File: src/design/i2cm_pkg.sv
`default_nettype none
// ----------------------------------------------------------------------------
// i2cm_pkg
// Shared types, command codes and phase tables for the I2C master sequencer.
// ----------------------------------------------------------------------------
package i2cm_pkg;

    localparam int PHASE_TICKS_W = 16;
    localparam logic [PHASE_TICKS_W-1:0] PHASE_TICKS_RESET = 16'd720;

    // command codes carried in kind
    localparam logic [2:0] CMD_NONE  = 3'd0;
    localparam logic [2:0] CMD_START = 3'd1;
    localparam logic [2:0] CMD_STOP  = 3'd2;
    localparam logic [2:0] CMD_SEND  = 3'd3;
    localparam logic [2:0] CMD_RECV  = 3'd4;
    localparam logic [2:0] CMD_SACK  = 3'd5;
    localparam logic [2:0] CMD_RACK  = 3'd6;
    localparam logic [2:0] CMD_BAD   = 3'd7;

    // pin actions
    localparam logic [2:0] ACT_SDA_LOW  = 3'd0;
    localparam logic [2:0] ACT_SDA_HIGH = 3'd1;
    localparam logic [2:0] ACT_SCL_LOW  = 3'd2;
    localparam logic [2:0] ACT_SCL_HIGH = 3'd3;
    localparam logic [2:0] ACT_SAMPLE   = 3'd4;

    typedef struct packed {
        logic [2:0] kind;
        logic [7:0] tx_byte;
        logic       tx_ack;
        logic       sda_in;
    } tick_item_t;

    typedef struct packed {
        logic       scl_drive;
        logic       sda_drive;
        logic       busy_res;
        logic       done_res;
        logic [7:0] rx_byte;
        logic       rx_ack;
        logic       rejected;
    } tick_result_t;

    function automatic logic [4:0] phase_count(input logic [2:0] cmd);
        logic [4:0] cnt;
        begin
            cnt = 5'd0;
            unique case (cmd)
                CMD_START: cnt = 5'd4;
                CMD_STOP:  cnt = 5'd3;
                CMD_SEND:  cnt = 5'd24;
                CMD_RECV:  cnt = 5'd25;
                CMD_SACK:  cnt = 5'd3;
                CMD_RACK:  cnt = 5'd4;
                default:   cnt = 5'd0;
            endcase
            return cnt;
        end
    endfunction

    // sub is the position inside a three-phase bit slot, bit_idx the bit number
    function automatic logic [2:0] phase_action(
        input logic [2:0] cmd,
        input logic [4:0] ph,
        input logic [1:0] sub,
        input logic [2:0] bit_idx,
        input logic [7:0] shift_data,
        input logic       ack_level
    );
        logic [2:0] act;
        begin
            act = ACT_SDA_HIGH;
            unique case (cmd)
                CMD_START:
                begin
                    unique case (ph[1:0])
                        2'd0:    act = ACT_SDA_HIGH;
                        2'd1:    act = ACT_SCL_HIGH;
                        2'd2:    act = ACT_SDA_LOW;
                        default: act = ACT_SCL_LOW;
                    endcase
                end
                CMD_STOP:
                begin
                    unique case (ph)
                        5'd0:    act = ACT_SDA_LOW;
                        5'd1:    act = ACT_SCL_HIGH;
                        default: act = ACT_SDA_HIGH;
                    endcase
                end
                CMD_SEND:
                begin
                    if (sub == 2'd0)
                        act = shift_data[3'd7 - bit_idx] ? ACT_SDA_HIGH : ACT_SDA_LOW;
                    else if (sub == 2'd1)
                        act = ACT_SCL_HIGH;
                    else
                        act = ACT_SCL_LOW;
                end
                CMD_RECV:
                begin
                    if (ph == 5'd0)
                        act = ACT_SDA_HIGH;
                    else if (sub == 2'd0)
                        act = ACT_SCL_HIGH;
                    else if (sub == 2'd1)
                        act = ACT_SAMPLE;
                    else
                        act = ACT_SCL_LOW;
                end
                CMD_SACK:
                begin
                    if (ph == 5'd0)
                        act = ack_level ? ACT_SDA_HIGH : ACT_SDA_LOW;
                    else if (ph == 5'd1)
                        act = ACT_SCL_HIGH;
                    else
                        act = ACT_SCL_LOW;
                end
                CMD_RACK:
                begin
                    unique case (ph[1:0])
                        2'd0:    act = ACT_SDA_HIGH;
                        2'd1:    act = ACT_SCL_HIGH;
                        2'd2:    act = ACT_SAMPLE;
                        default: act = ACT_SCL_LOW;
                    endcase
                end
                default: act = ACT_SDA_HIGH;
            endcase
            return act;
        end
    endfunction

endpackage
`default_nettype wire

File: src/design/i2cm_seq_core.sv
`default_nettype none
// ----------------------------------------------------------------------------
// i2cm_seq_core
// Sequencer state and the one-tick update: command start, pin action,
// sampling, phase timing and result forming.
// ----------------------------------------------------------------------------
module i2cm_seq_core
    import i2cm_pkg::*;
(
    input  wire logic                     clk,
    input  wire logic                     rst_n,
    input  wire logic                     step,
    input  wire logic [PHASE_TICKS_W-1:0] phase_ticks,
    input  wire tick_item_t               item,
    output tick_result_t                  result
);

    logic [2:0]               active_reg, active_next;
    logic [4:0]               phase_reg, phase_next;
    logic [PHASE_TICKS_W-1:0] tick_reg, tick_next;
    logic [7:0]               shift_reg, shift_next;
    logic                     scl_reg, scl_next;
    logic                     sda_reg, sda_next;
    logic                     ack_reg, ack_next;
    logic [1:0]               sub_reg, sub_next;
    logic [2:0]               bit_reg, bit_next;

    logic                     is_cmd;
    logic                     start;
    logic [2:0]               cmd;
    logic [4:0]               ph;
    logic [4:0]               ph_inc;
    logic [PHASE_TICKS_W-1:0] tc;
    logic [1:0]               sub;
    logic [2:0]               bit_idx;
    logic [7:0]               shift_pre;
    logic                     ack_pre;
    logic [2:0]               act;
    logic [PHASE_TICKS_W:0]   plen;
    logic                     phase_end;
    logic                     done;

    always_comb
    begin
        is_cmd    = (item.kind != CMD_NONE) && (item.kind != CMD_BAD);
        start     = is_cmd && (active_reg == CMD_NONE);
        cmd       = start ? item.kind : active_reg;
        ph        = start ? 5'd0 : phase_reg;
        tc        = start ? '0 : tick_reg;
        sub       = start ? 2'd0 : sub_reg;
        bit_idx   = start ? 3'd0 : bit_reg;
        shift_pre = shift_reg;
        if (start && item.kind == CMD_SEND)
            shift_pre = item.tx_byte;
        else if (start && item.kind == CMD_RECV)
            shift_pre = 8'd0;
        ack_pre = (start && item.kind == CMD_SACK) ? item.tx_ack : ack_reg;

        plen = (phase_ticks == '0) ? {{PHASE_TICKS_W{1'b0}}, 1'b1}
                                   : {1'b0, phase_ticks};
        act  = phase_action(cmd, ph, sub, bit_idx, shift_pre, ack_pre);

        active_next = active_reg;
        phase_next  = phase_reg;
        tick_next   = tick_reg;
        shift_next  = shift_pre;
        ack_next    = ack_pre;
        scl_next    = scl_reg;
        sda_next    = sda_reg;
        sub_next    = sub_reg;
        bit_next    = bit_reg;
        phase_end   = 1'b0;
        done        = 1'b0;
        ph_inc      = ph + 5'd1;

        if (cmd != CMD_NONE)
        begin
            active_next = cmd;
            phase_next  = ph;
            sub_next    = sub;
            bit_next    = bit_idx;
            if (tc == '0)
            begin
                unique case (act)
                    ACT_SDA_LOW:  sda_next = 1'b0;
                    ACT_SDA_HIGH: sda_next = 1'b1;
                    ACT_SCL_LOW:  scl_next = 1'b0;
                    ACT_SCL_HIGH: scl_next = 1'b1;
                    default:
                    begin
                        if (cmd == CMD_RECV)
                            shift_next = {shift_pre[6:0], item.sda_in};
                        else
                            ack_next = item.sda_in;
                    end
                endcase
            end
            phase_end = ({1'b0, tc} + 1'b1) >= plen;
            if (phase_end)
            begin
                tick_next  = '0;
                phase_next = ph_inc;
                // receive byte: the release phase sits ahead of the bit slots
                if (!(cmd == CMD_RECV && ph == 5'd0))
                begin
                    if (sub == 2'd2)
                    begin
                        sub_next = 2'd0;
                        bit_next = bit_idx + 3'd1;
                    end
                    else
                    begin
                        sub_next = sub + 2'd1;
                    end
                end
                if (ph_inc >= phase_count(cmd))
                begin
                    done        = 1'b1;
                    active_next = CMD_NONE;
                    phase_next  = 5'd0;
                end
            end
            else
            begin
                tick_next = tc + 1'b1;
            end
        end

        result.scl_drive = scl_next;
        result.sda_drive = sda_next;
        result.busy_res  = (active_next != CMD_NONE);
        result.done_res  = done;
        result.rx_byte   = (done && cmd == CMD_RECV) ? shift_next : 8'd0;
        result.rx_ack    = done && (cmd == CMD_RACK) && ack_next;
        result.rejected  = is_cmd && (active_reg != CMD_NONE);
    end

    always_ff @(posedge clk or negedge rst_n)
    begin
        if (!rst_n)
        begin
            active_reg <= CMD_NONE;
            phase_reg  <= 5'd0;
            tick_reg   <= '0;
            shift_reg  <= 8'd0;
            scl_reg    <= 1'b1;
            sda_reg    <= 1'b1;
            ack_reg    <= 1'b0;
            sub_reg    <= 2'd0;
            bit_reg    <= 3'd0;
        end
        else if (step)
        begin
            active_reg <= active_next;
            phase_reg  <= phase_next;
            tick_reg   <= tick_next;
            shift_reg  <= shift_next;
            scl_reg    <= scl_next;
            sda_reg    <= sda_next;
            ack_reg    <= ack_next;
            sub_reg    <= sub_next;
            bit_reg    <= bit_next;
        end
    end

endmodule
`default_nettype wire

File: src/design/i2c_master_bit_sequencer.sv
`default_nettype none
// ----------------------------------------------------------------------------
// i2c_master_bit_sequencer
// I2C master line sequencer: one tick per input transaction, drives
// open-drain SCL/SDA through start, stop, byte and ack phase lists.
// ----------------------------------------------------------------------------
//  channel   | direction | contents
//  s_axis    | in        | tuser kind, tdata tx_byte / tx_ack / sda_in
//  m_axis    | out       | tdata scl, sda, busy, done, rx_byte, rx_ack, rejected
//  cfg       | in        | phase_ticks write, no read-back
//
//  one transaction is accepted every cycle while the output is not stalled
//  a transaction passes through the input register, then the sequencer update into the
//  output register
//  the sequencer state advances only when a tick moves into the output register
//  an output stall holds both stages; reset releases SCL and SDA and goes idle
// ----------------------------------------------------------------------------
module i2c_master_bit_sequencer
    import i2cm_pkg::*;
(
    input  wire logic                     clk,
    input  wire logic                     rst_n,
    input  wire logic                     s_axis_tvalid,
    output logic                          s_axis_tready,
    input  wire logic [15:0]              s_axis_tdata,  // tx_byte, tx_ack, sda_in
    input  wire logic [2:0]               s_axis_tuser,  // kind
    output logic                          m_axis_tvalid,
    input  wire logic                     m_axis_tready,
    output logic [15:0]                   m_axis_tdata,  // scl_drive, sda_drive,
                                                         // busy_res, done_res,
                                                         // rx_byte, rx_ack, rejected
    input  wire logic                     cfg_we,
    input  wire logic [PHASE_TICKS_W-1:0] cfg_wdata
);

    logic [PHASE_TICKS_W-1:0] phase_ticks_reg;
    logic                     in_valid_reg;
    tick_item_t               in_item_reg;
    logic                     out_valid_reg;
    tick_result_t             out_res_reg;
    tick_result_t             core_res;
    logic                     out_ready;
    logic                     step;

    assign out_ready     = !out_valid_reg || m_axis_tready;
    assign step          = in_valid_reg && out_ready;
    assign s_axis_tready = !in_valid_reg || out_ready;

    always_ff @(posedge clk or negedge rst_n)
    begin
        if (!rst_n)
            phase_ticks_reg <= PHASE_TICKS_RESET;
        else if (cfg_we)
            phase_ticks_reg <= cfg_wdata;
    end

    // input register
    always_ff @(posedge clk or negedge rst_n)
    begin
        if (!rst_n)
            in_valid_reg <= 1'b0;
        else if (s_axis_tready)
            in_valid_reg <= s_axis_tvalid;
    end

    always_ff @(posedge clk)
    begin
        if (s_axis_tready && s_axis_tvalid)
        begin
            in_item_reg.kind    <= s_axis_tuser;
            in_item_reg.tx_byte <= s_axis_tdata[7:0];
            in_item_reg.tx_ack  <= s_axis_tdata[8];
            in_item_reg.sda_in  <= s_axis_tdata[9];
        end
    end

    i2cm_seq_core u_core (
        .clk         (clk),
        .rst_n       (rst_n),
        .step        (step),
        .phase_ticks (phase_ticks_reg),
        .item        (in_item_reg),
        .result      (core_res)
    );

    // output register
    always_ff @(posedge clk or negedge rst_n)
    begin
        if (!rst_n)
            out_valid_reg <= 1'b0;
        else if (out_ready)
            out_valid_reg <= in_valid_reg;
    end

    always_ff @(posedge clk)
    begin
        if (step)
            out_res_reg <= core_res;
    end

    assign m_axis_tvalid = out_valid_reg;
    assign m_axis_tdata  = {2'b00,
                            out_res_reg.rejected,
                            out_res_reg.rx_ack,
                            out_res_reg.rx_byte,
                            out_res_reg.done_res,
                            out_res_reg.busy_res,
                            out_res_reg.sda_drive,
                            out_res_reg.scl_drive};

endmodule
`default_nettype wire
File: config.mk
export PLATFORM = sky130hd
export DESIGN_NAME = i2c_master_bit_sequencer
export DESIGN_NICKNAME = d
export VERILOG_FILES = /design/src/design/i2cm_pkg.sv /design/src/design/i2cm_seq_core.sv /design/src/design/i2c_master_bit_sequencer.sv
export SDC_FILE = /design/constraint.sdc
export NUM_CORES = 1
export LEC_CHECK = 0
export BUFFER_PORTS_ARGS = -buffer_cell sky130_fd_sc_hd__buf_2
export CAP_MARGIN = 20
export CORE_AREA = 2 2 95 120
export DETAILED_ROUTE_END_ITERATION = 10
export DIE_AREA = 0 0 97 122
export GPL_ROUTABILITY_DRIVEN = 1
export HOLD_SLACK_MARGIN = 0.15
export PLACE_DENSITY = 0.7
export SLEW_MARGIN = 20
export SYNTH_ARGS = -nofsm -noshare
export SYNTH_HDL_FRONTEND = slang
export SYNTH_SLANG_ARGS = --single-unit
File: constraint.sdc
create_clock -name clk -period 3.9 [get_ports clk]
set_clock_uncertainty 0.1 [all_clocks]
set_input_delay 0.585 -clock clk [delete_from_list [all_inputs] [get_ports clk]]
set_output_delay 0.585 -clock clk [all_outputs]
set_load 0.03 [all_outputs]
==> results.sh, run 1 <==
export IMPL_status="complete, no violations"
export IMPL_synth_edf_count=27
export IMPL_setup_tns_ns=0
export IMPL_synthDistinctLibCells=71
export IMPL_clockBufferDepth=2
export IMPL_vias=4287
export IMPL_routedWlPerCell_um=16.0
export IMPL_power_combinational_fraction=0.348
export IMPL_synthToLayoutAreaGrowth_pct=16.4
export IMPL_syn_inst=556
export IMPL_startpoint="in_item_reg[12]"
export IMPL_port_buffers=49
export IMPL_worst_slew_pin_slew_ns=0.667
export IMPL_fp_row_count=43
export IMPL_r2r_start="in_item_reg[12]"
export IMPL_fp_dieArea_um2=11800
export IMPL_worstPathArrival_ns=4.00
export IMPL_cts_root_buffer="clkbuf_16"
export IMPL_grt_pass1_vias=4265
export IMPL_dp_hpwl_um=8680
export IMPL_start_kind="flop"
export IMPL_whs_ns=0.129
export IMPL_power_uw=2910
export IMPL_grt_max_degree=42
export IMPL_drive_gt1_frac=0.224
export IMPL_overflow=0
export IMPL_dr_pass1_iters=5
export IMPL_p_per_area_nw_per_um2=489
export IMPL_numCtsBuffers=9
export IMPL_cts_num_sinks=85
export IMPL_initial_core_util=0.473
export IMPL_final_hold_viol_count=0
export IMPL_drt_iter0_drc=316
export IMPL_drc=0
export IMPL_p_seq_frac=0.386
export IMPL_setup_viol=0
export IMPL_p_int_uw=1860
export IMPL_final_common_cell="nand2_1"
export IMPL_cts_htree_levels=3
export IMPL_via_per_inst=5.68
export IMPL_grt_pass1_wl_um=19800
export IMPL_coreArea_um2=10800
export IMPL_crit_required_ns=4.04
export IMPL_routed_wl_um=12100
export IMPL_hold_buffers=0
export IMPL_antenna_left=0
export IMPL_synth_avg_cell_area_um2=9.19
export IMPL_clk_pin_slew_ns=0.06
export IMPL_switching_share=0.359
export IMPL_chipHeight_um=122
export IMPL_fin_ws_ns=0.0377
export IMPL_r2r_end="u_core.bit_reg[0]"
export IMPL_cts_tree="built"
export IMPL_grt_antenna_before_repair=0
export IMPL_worst_ir_drop_vdd_mv=0.226
export IMPL_r2r_cells=20
export IMPL_async_flop_share=0.682
export IMPL_slew_limit_headroom=0.554
export IMPL_min_path_type="input port to asynchronous set/reset pin"
export IMPL_synth_seq_area_share=0.444
export IMPL_syn_area_um2=5110
export IMPL_end_kind="flop"
export IMPL_design_area_um2=5950
export IMPL_preCtsSetupSlack_ns=0.00975
export IMPL_rsz0062_at_grt="true"
export IMPL_placed_cell_area_um2=5590
export IMPL_pin_count=58
export IMPL_layout_common_cells="nand2_1, dfrtp_1, buf_2"
export IMPL_routabilityCongestion=0.856
export IMPL_final_nets=683
export IMPL_power_switching_uw=1040
export IMPL_min_period_over_period=0.990
export IMPL_synth_seq_cells=85
export IMPL_fin_crit_ns=3.86
export IMPL_antennaDiodeCount=0
export IMPL_reg2reg_setup_slack_ns=0.04
export IMPL_synth_warnings=0
export IMPL_leakage_uw=0.00270
export IMPL_worst_setup_path_type="flop to flop"
export IMPL_cp_max_fo=7
export IMPL_drv_cap=0
export IMPL_die_w_um=97
export IMPL_finalMaxSlewViolations=0
export IMPL_gr_usage_all_layers=0.209
export IMPL_clockPowerShare=0.267
export IMPL_insertion_delay_ns=0.35
export IMPL_ys_flop_type="dfrtp_1"
export IMPL_fmax_mhz=259
worst max-delay path, cell delays in order, from the launching register on:
cell and delay (ns):
edfxtp_1 0.40, or3_4 0.44, nand3_4 0.13, and2_4 0.18, ha_4 0.13, and2_4 0.17
nand2_4 0.06, nor2_4 0.13, nand3_2 0.07, xor2_1 0.17, nor2_1 0.15, ha_1 0.29
a21oi_1 0.14, nand2_1 0.09, a21oi_2 0.15, o21ai_2 0.09, a41oi_2 0.24, buf_4 0.18
a21oi_4 0.08, and4b_1 0.21, a21o_1 0.14
logic make-up (layout without fill, tap and decap cells):
| kind of cell | Yosys count | after routing | synth area share |
|---|---|---|---|
| mux | 17 | 17 | 0.0345 |
| fa+ha+maj | 28 | 28 | 0.0686 |
| buf+inv | 49 | 112 | 0.0514 |
| compound gates | 131 | 131 | 0.161 |
| flops | 85 | 85 | 0.444 |
| simple gates | 233 | 233 | 0.219 |
| xor+xnor | 12 | 12 | 0.0206 |
| other cells | 1 | 2 | 0.000734 |
per-stage QoR:
stage | cells | util
2_1_floorplan | 557 | -
3_3_place_gp | 737 | 0.517
5_1_grt | 755 | 0.550
6_report | 755 | 0.550
3_5_place_dp | 737 | 0.517
4_1_cts | 753 | 0.542
power by group through the flow:
stage	clock network [uW]	registers (uW)	logic (uW)
after detailed placement	0	1140	973
after floorplan	0	1150	694
after global placement	0	1130	940
final	775	1120	1010
after global routing	826	1130	1130
after CTS	787	1120	978
area by class of cell:
cell class                      instances  area, um2
Clock inverter                          5       26.3
Inverter                               25       96.3
Multi-Input combinational cell        423       2740
Tap cell                              135        169
Fill cell                             974       4870
Clock buffer                           11        233
Timing Repair Buffer                   71        417
Sequential cell                        85       2270
how the worst max path moves through the flow:
stage / slack, ns / cells past startpoint / end
after global placement: 0.08 / 21 / m_axis_tdata[9]
after detailed placement: 0.01 / 17 / u_core.bit_reg[2]
final: 0.04 / 20 / u_core.bit_reg[0]
after floorplan: 0.01 / 22 / m_axis_tdata[12]
after global routing: -0.10 / 20 / u_core.bit_reg[0]
after CTS: 0.01 / 17 / u_core.bit_reg[2]
Yosys cell counts, types with 4 or more instances:
cell type	instances	area [um2]
nor3_1	6	30.0
a31oi_1	4	25.0
nor2_1	54	203
a21oi_1	36	180
nor4_1	6	37.5
a32o_1	4	40.0
o22ai_1	7	43.8
a21o_1	7	52.6
clkbuf_8	4	55.1
o21ai_0	45	225
clkbuf_1	11	41.3
nand2b_1	8	50.1
and2_1	5	31.3
inv_1	24	90.1
or3_1	6	37.5
nand2_1	92	345
dfrtp_1	52	1300
edfxtp_1	27	811
dfstp_2	6	158
mux2i_1	12	120
a22o_1	4	35.0
nand3_1	18	90.1
xor2_1	9	78.8
and3_1	6	37.5
nand4_1	7	43.8
ha_1	28	350
buf_6	4	45.0
mux2_2	4	45.0
timing repair:
| action | CTS | global route |
|---|---|---|
| gates resized for setup | 4 | 22 |
| buffers inserted | 0 | 3 |
| pin swaps | 0 | 17 |
| endpoints found under the setup margin | 4 | 40 |
| cloned | 0 | 0 |
layer usage:
metal	vias up	GRT usage	share of wire
li1	2095	-	-
met1	2038	0.227	0.40
met2	130	0.391	0.53
met3	24	0.0465	0.043
met4	0	0.0871	0.028
met5	-	0	0
Note: power is estimated with default switching activity, not from simulation.
==> run 2, diff against run 1 <==
--- a/config.mk
+++ b/config.mk
@@ -8,6 +8,7 @@
 export BUFFER_PORTS_ARGS = -buffer_cell sky130_fd_sc_hd__buf_2
 export CAP_MARGIN = 20
 export CORE_AREA = 2 2 95 120
+export CTS_BUF_LIST = sky130_fd_sc_hd__clkbuf_4
 export DETAILED_ROUTE_END_ITERATION = 10
 export DIE_AREA = 0 0 97 122
 export GPL_ROUTABILITY_DRIVEN = 1
==> run 2 against run 1 <==
Sequential power is essentially flat; hold slack gained 0.077 ns; non-clock buffer count grew 2; critical path depth shrank 1; combinational power is essentially flat; global-route usage shrank 0.20 points; worst setup slack gained 0.017 ns; die area is the same; via count shrank 0.86%; power shrank 11%; register-to-register slack gained 0.02 ns; first-iteration DRC count shrank 3.5%; critical path type unchanged; largest power group unchanged.
==> results.sh, run 2 (synthesis results as in run 1) <==
export IMPL_fillCellCount=992
export IMPL_critPathTopFamily="simple AND/OR/NAND/NOR gates"
export IMPL_dr_pass1_iters=5
export IMPL_worst_setup_path_type="flop to flop"
export IMPL_cts_htree_levels=3
export IMPL_drive_gt1_frac=0.232
export IMPL_worstPathArrival_ns=4.08
export IMPL_grt_pass1_vias=4218
export IMPL_setup_viol=0
export IMPL_numCtsBuffers=9
export IMPL_crit_top_cell="and2_4"
export IMPL_p_per_area_nw_per_um2=442
export IMPL_critPathSlowestCell="or3_4"
export IMPL_worst_slew_pin_slew_ns=0.682
export IMPL_drv_cap=0
export IMPL_crit_chain="or3_4 -> nand3_4 -> and2_4 -> ha_4 -> and2_4 -> nand2_4 -> nor2_4 -> nand3_2 -> xor2_1 -> nor2_1 -> ha_1 -> a21oi_1 -> nand2_1 -> a21oi_2 -> o21ai_2 -> a41oi_2 -> and2_4 -> nor2_4 -> a221o_1"
export IMPL_fmax_mhz=260
export IMPL_final_common_cell="nand2_1"
export IMPL_final_util=0.538
export IMPL_gr_usage_all_layers=0.207
export IMPL_synthToLayoutAreaGrowth_pct=13.9
export IMPL_grt_pass1_wl_um=19600
export IMPL_routed_wl_um=11800
export IMPL_min_period_over_period=0.986
export IMPL_antenna_left=0
export IMPL_final_nets=685
export IMPL_crit_required_ns=4.13
export IMPL_insertion_delay_ns=0.44
export IMPL_placed_cell_area_um2=5590
export IMPL_stdcell_count=757
export IMPL_slew_limit_headroom=0.544
export IMPL_r2r_end="u_core.phase_reg[2]"
export IMPL_status="complete, no violations"
export IMPL_initial_core_util=0.473
export IMPL_overflow=0
export IMPL_layout_common_cells="nand2_1, dfrtp_1, buf_2"
export IMPL_routedWlPerCell_um=15.6
export IMPL_place_inst=737
export IMPL_grt_max_degree=42
export IMPL_fp_row_count=43
export IMPL_clockBufferDepth=2
export IMPL_drt_iter0_drc=305
export IMPL_final_hold_viol_count=0
export IMPL_fp_dieArea_um2=11800
export IMPL_clk_pin_slew_ns=0.14
export IMPL_end_kind="flop"
export IMPL_fin_crit_ns=3.85
export IMPL_rsz0062_at_grt="true"
export IMPL_routabilityCongestion=0.856
export IMPL_drc=0
export IMPL_hold_depth=1
export IMPL_min_path_type="input port to flop"
export IMPL_path_buf_inv=0
export IMPL_cts_root_buffer="clkbuf_4"
export IMPL_antennaDiodeCount=0
export IMPL_leakage_uw=0.00265
export IMPL_reg2reg_setup_slack_ns=0.05
export IMPL_via_per_inst=5.61
export IMPL_worst_ir_drop_vdd_mv=0.185
export IMPL_cp_max_fo=5
export IMPL_hold_path_end="in_item_reg[1]"
export IMPL_design_area_um2=5820
export IMPL_power_uw=2570
export IMPL_cts_num_sinks=85
export IMPL_finalMaxSlewViolations=0
export IMPL_min_from="s_axis_tdata[8]"
export IMPL_vias=4250
export IMPL_chipHeight_um=122
export IMPL_max_stage_delay_ns=0.44
export IMPL_r2r_cells=19
export IMPL_cts_tree="built"
export IMPL_dp_hpwl_um=8680
export IMPL_die_w_um=97
export IMPL_r2r_start="in_item_reg[12]"
export IMPL_port_buffers=49
export IMPL_pin_count=58
export IMPL_start_kind="flop"
export IMPL_coreArea_um2=10800
export IMPL_grt_antenna_before_repair=0
[run 2: routing by layer]
layer  track usage  vias to the layer above  part of all wire
li1              -                     2107                 -
met1         0.228                     2005              0.41
met2         0.382                      119              0.53
met3        0.0430                       19             0.040
met4        0.0933                        0             0.024
met5             0                        -                 0
[run 2: cell type report]
cell class | instances | area (um2) | share of cell area
Clock inverter | 5 | 26.3 | 0.00452
Tap cell | 135 | 169 | 0.0290
Inverter | 25 | 96.3 | 0.0166
Sequential cell | 85 | 2270 | 0.390
Timing Repair Buffer | 73 | 438 | 0.0753
Multi-Input combinational cell | 423 | 2740 | 0.470
Clock buffer | 11 | 82.6 | 0.0142
[run 2: worst max-delay path by stage]
stage                     cells past startpoint             endpoint             from  slack (ns)
after floorplan                              22     m_axis_tdata[12]  in_item_reg[10]        0.01
after global placement                       21      m_axis_tdata[9]  in_item_reg[11]        0.08
after detailed placement                     17    u_core.bit_reg[2]  in_item_reg[11]        0.01
after CTS                                    17    u_core.bit_reg[2]  in_item_reg[11]       0.007
after global routing                         19      m_axis_tdata[9]  in_item_reg[12]       -0.07
final                                        19  u_core.phase_reg[2]  in_item_reg[12]        0.05
[run 2: worst reg2reg max path, stage by stage (launching register included)]
cell and delay, ns:
edfxtp_1 0.43, or3_4 0.44, nand3_4 0.13, and2_4 0.18, ha_4 0.13, and2_4 0.17
nand2_4 0.06, nor2_4 0.10, nand3_2 0.07, xor2_1 0.17, nor2_1 0.15, ha_1 0.29
a21oi_1 0.16, nand2_1 0.09, a21oi_2 0.16, o21ai_2 0.09, a41oi_2 0.23, and2_4 0.23
nor2_4 0.05, a221o_1 0.29
[run 2: repair_timing]
| item | 4_1_cts | 5_1_grt |
|---|---|---|
| pin swaps | 0 | 21 |
| hold buffers | 0 | 1 |
| endpoints found under the hold margin | 0 | 38 |
| endpoints found under the setup margin | 6 | 40 |
| gates resized for setup | 4 | 24 |
| setup buffers | 0 | 4 |
[run 2: stage by stage]
stage / hold WS (ns) / setup TNS [ns] / worst slack [ns]
finish: 0.207 / 0 / 0.0550
floorplan: 0.189 / 0 / 0.0108
detailed placement: 0.374 / 0 / 0.00975
CTS: 0.182 / 0 / 0.00682
global placement: 0.367 / 0 / 0.0755
global route: 0.174 / -0.823 / -0.0681
[run 2: power breakdown]
| part | internal [uW] | switching [uW] | leakage (uW) |
|---|---|---|---|
| clock | 142 | 301 | 0.0000707 |
| combinational | 398 | 615 | 0.00158 |
| sequential | 1040 | 80.2 | 0.00100 |
| total | 1580 | 996 | 0.00265 |
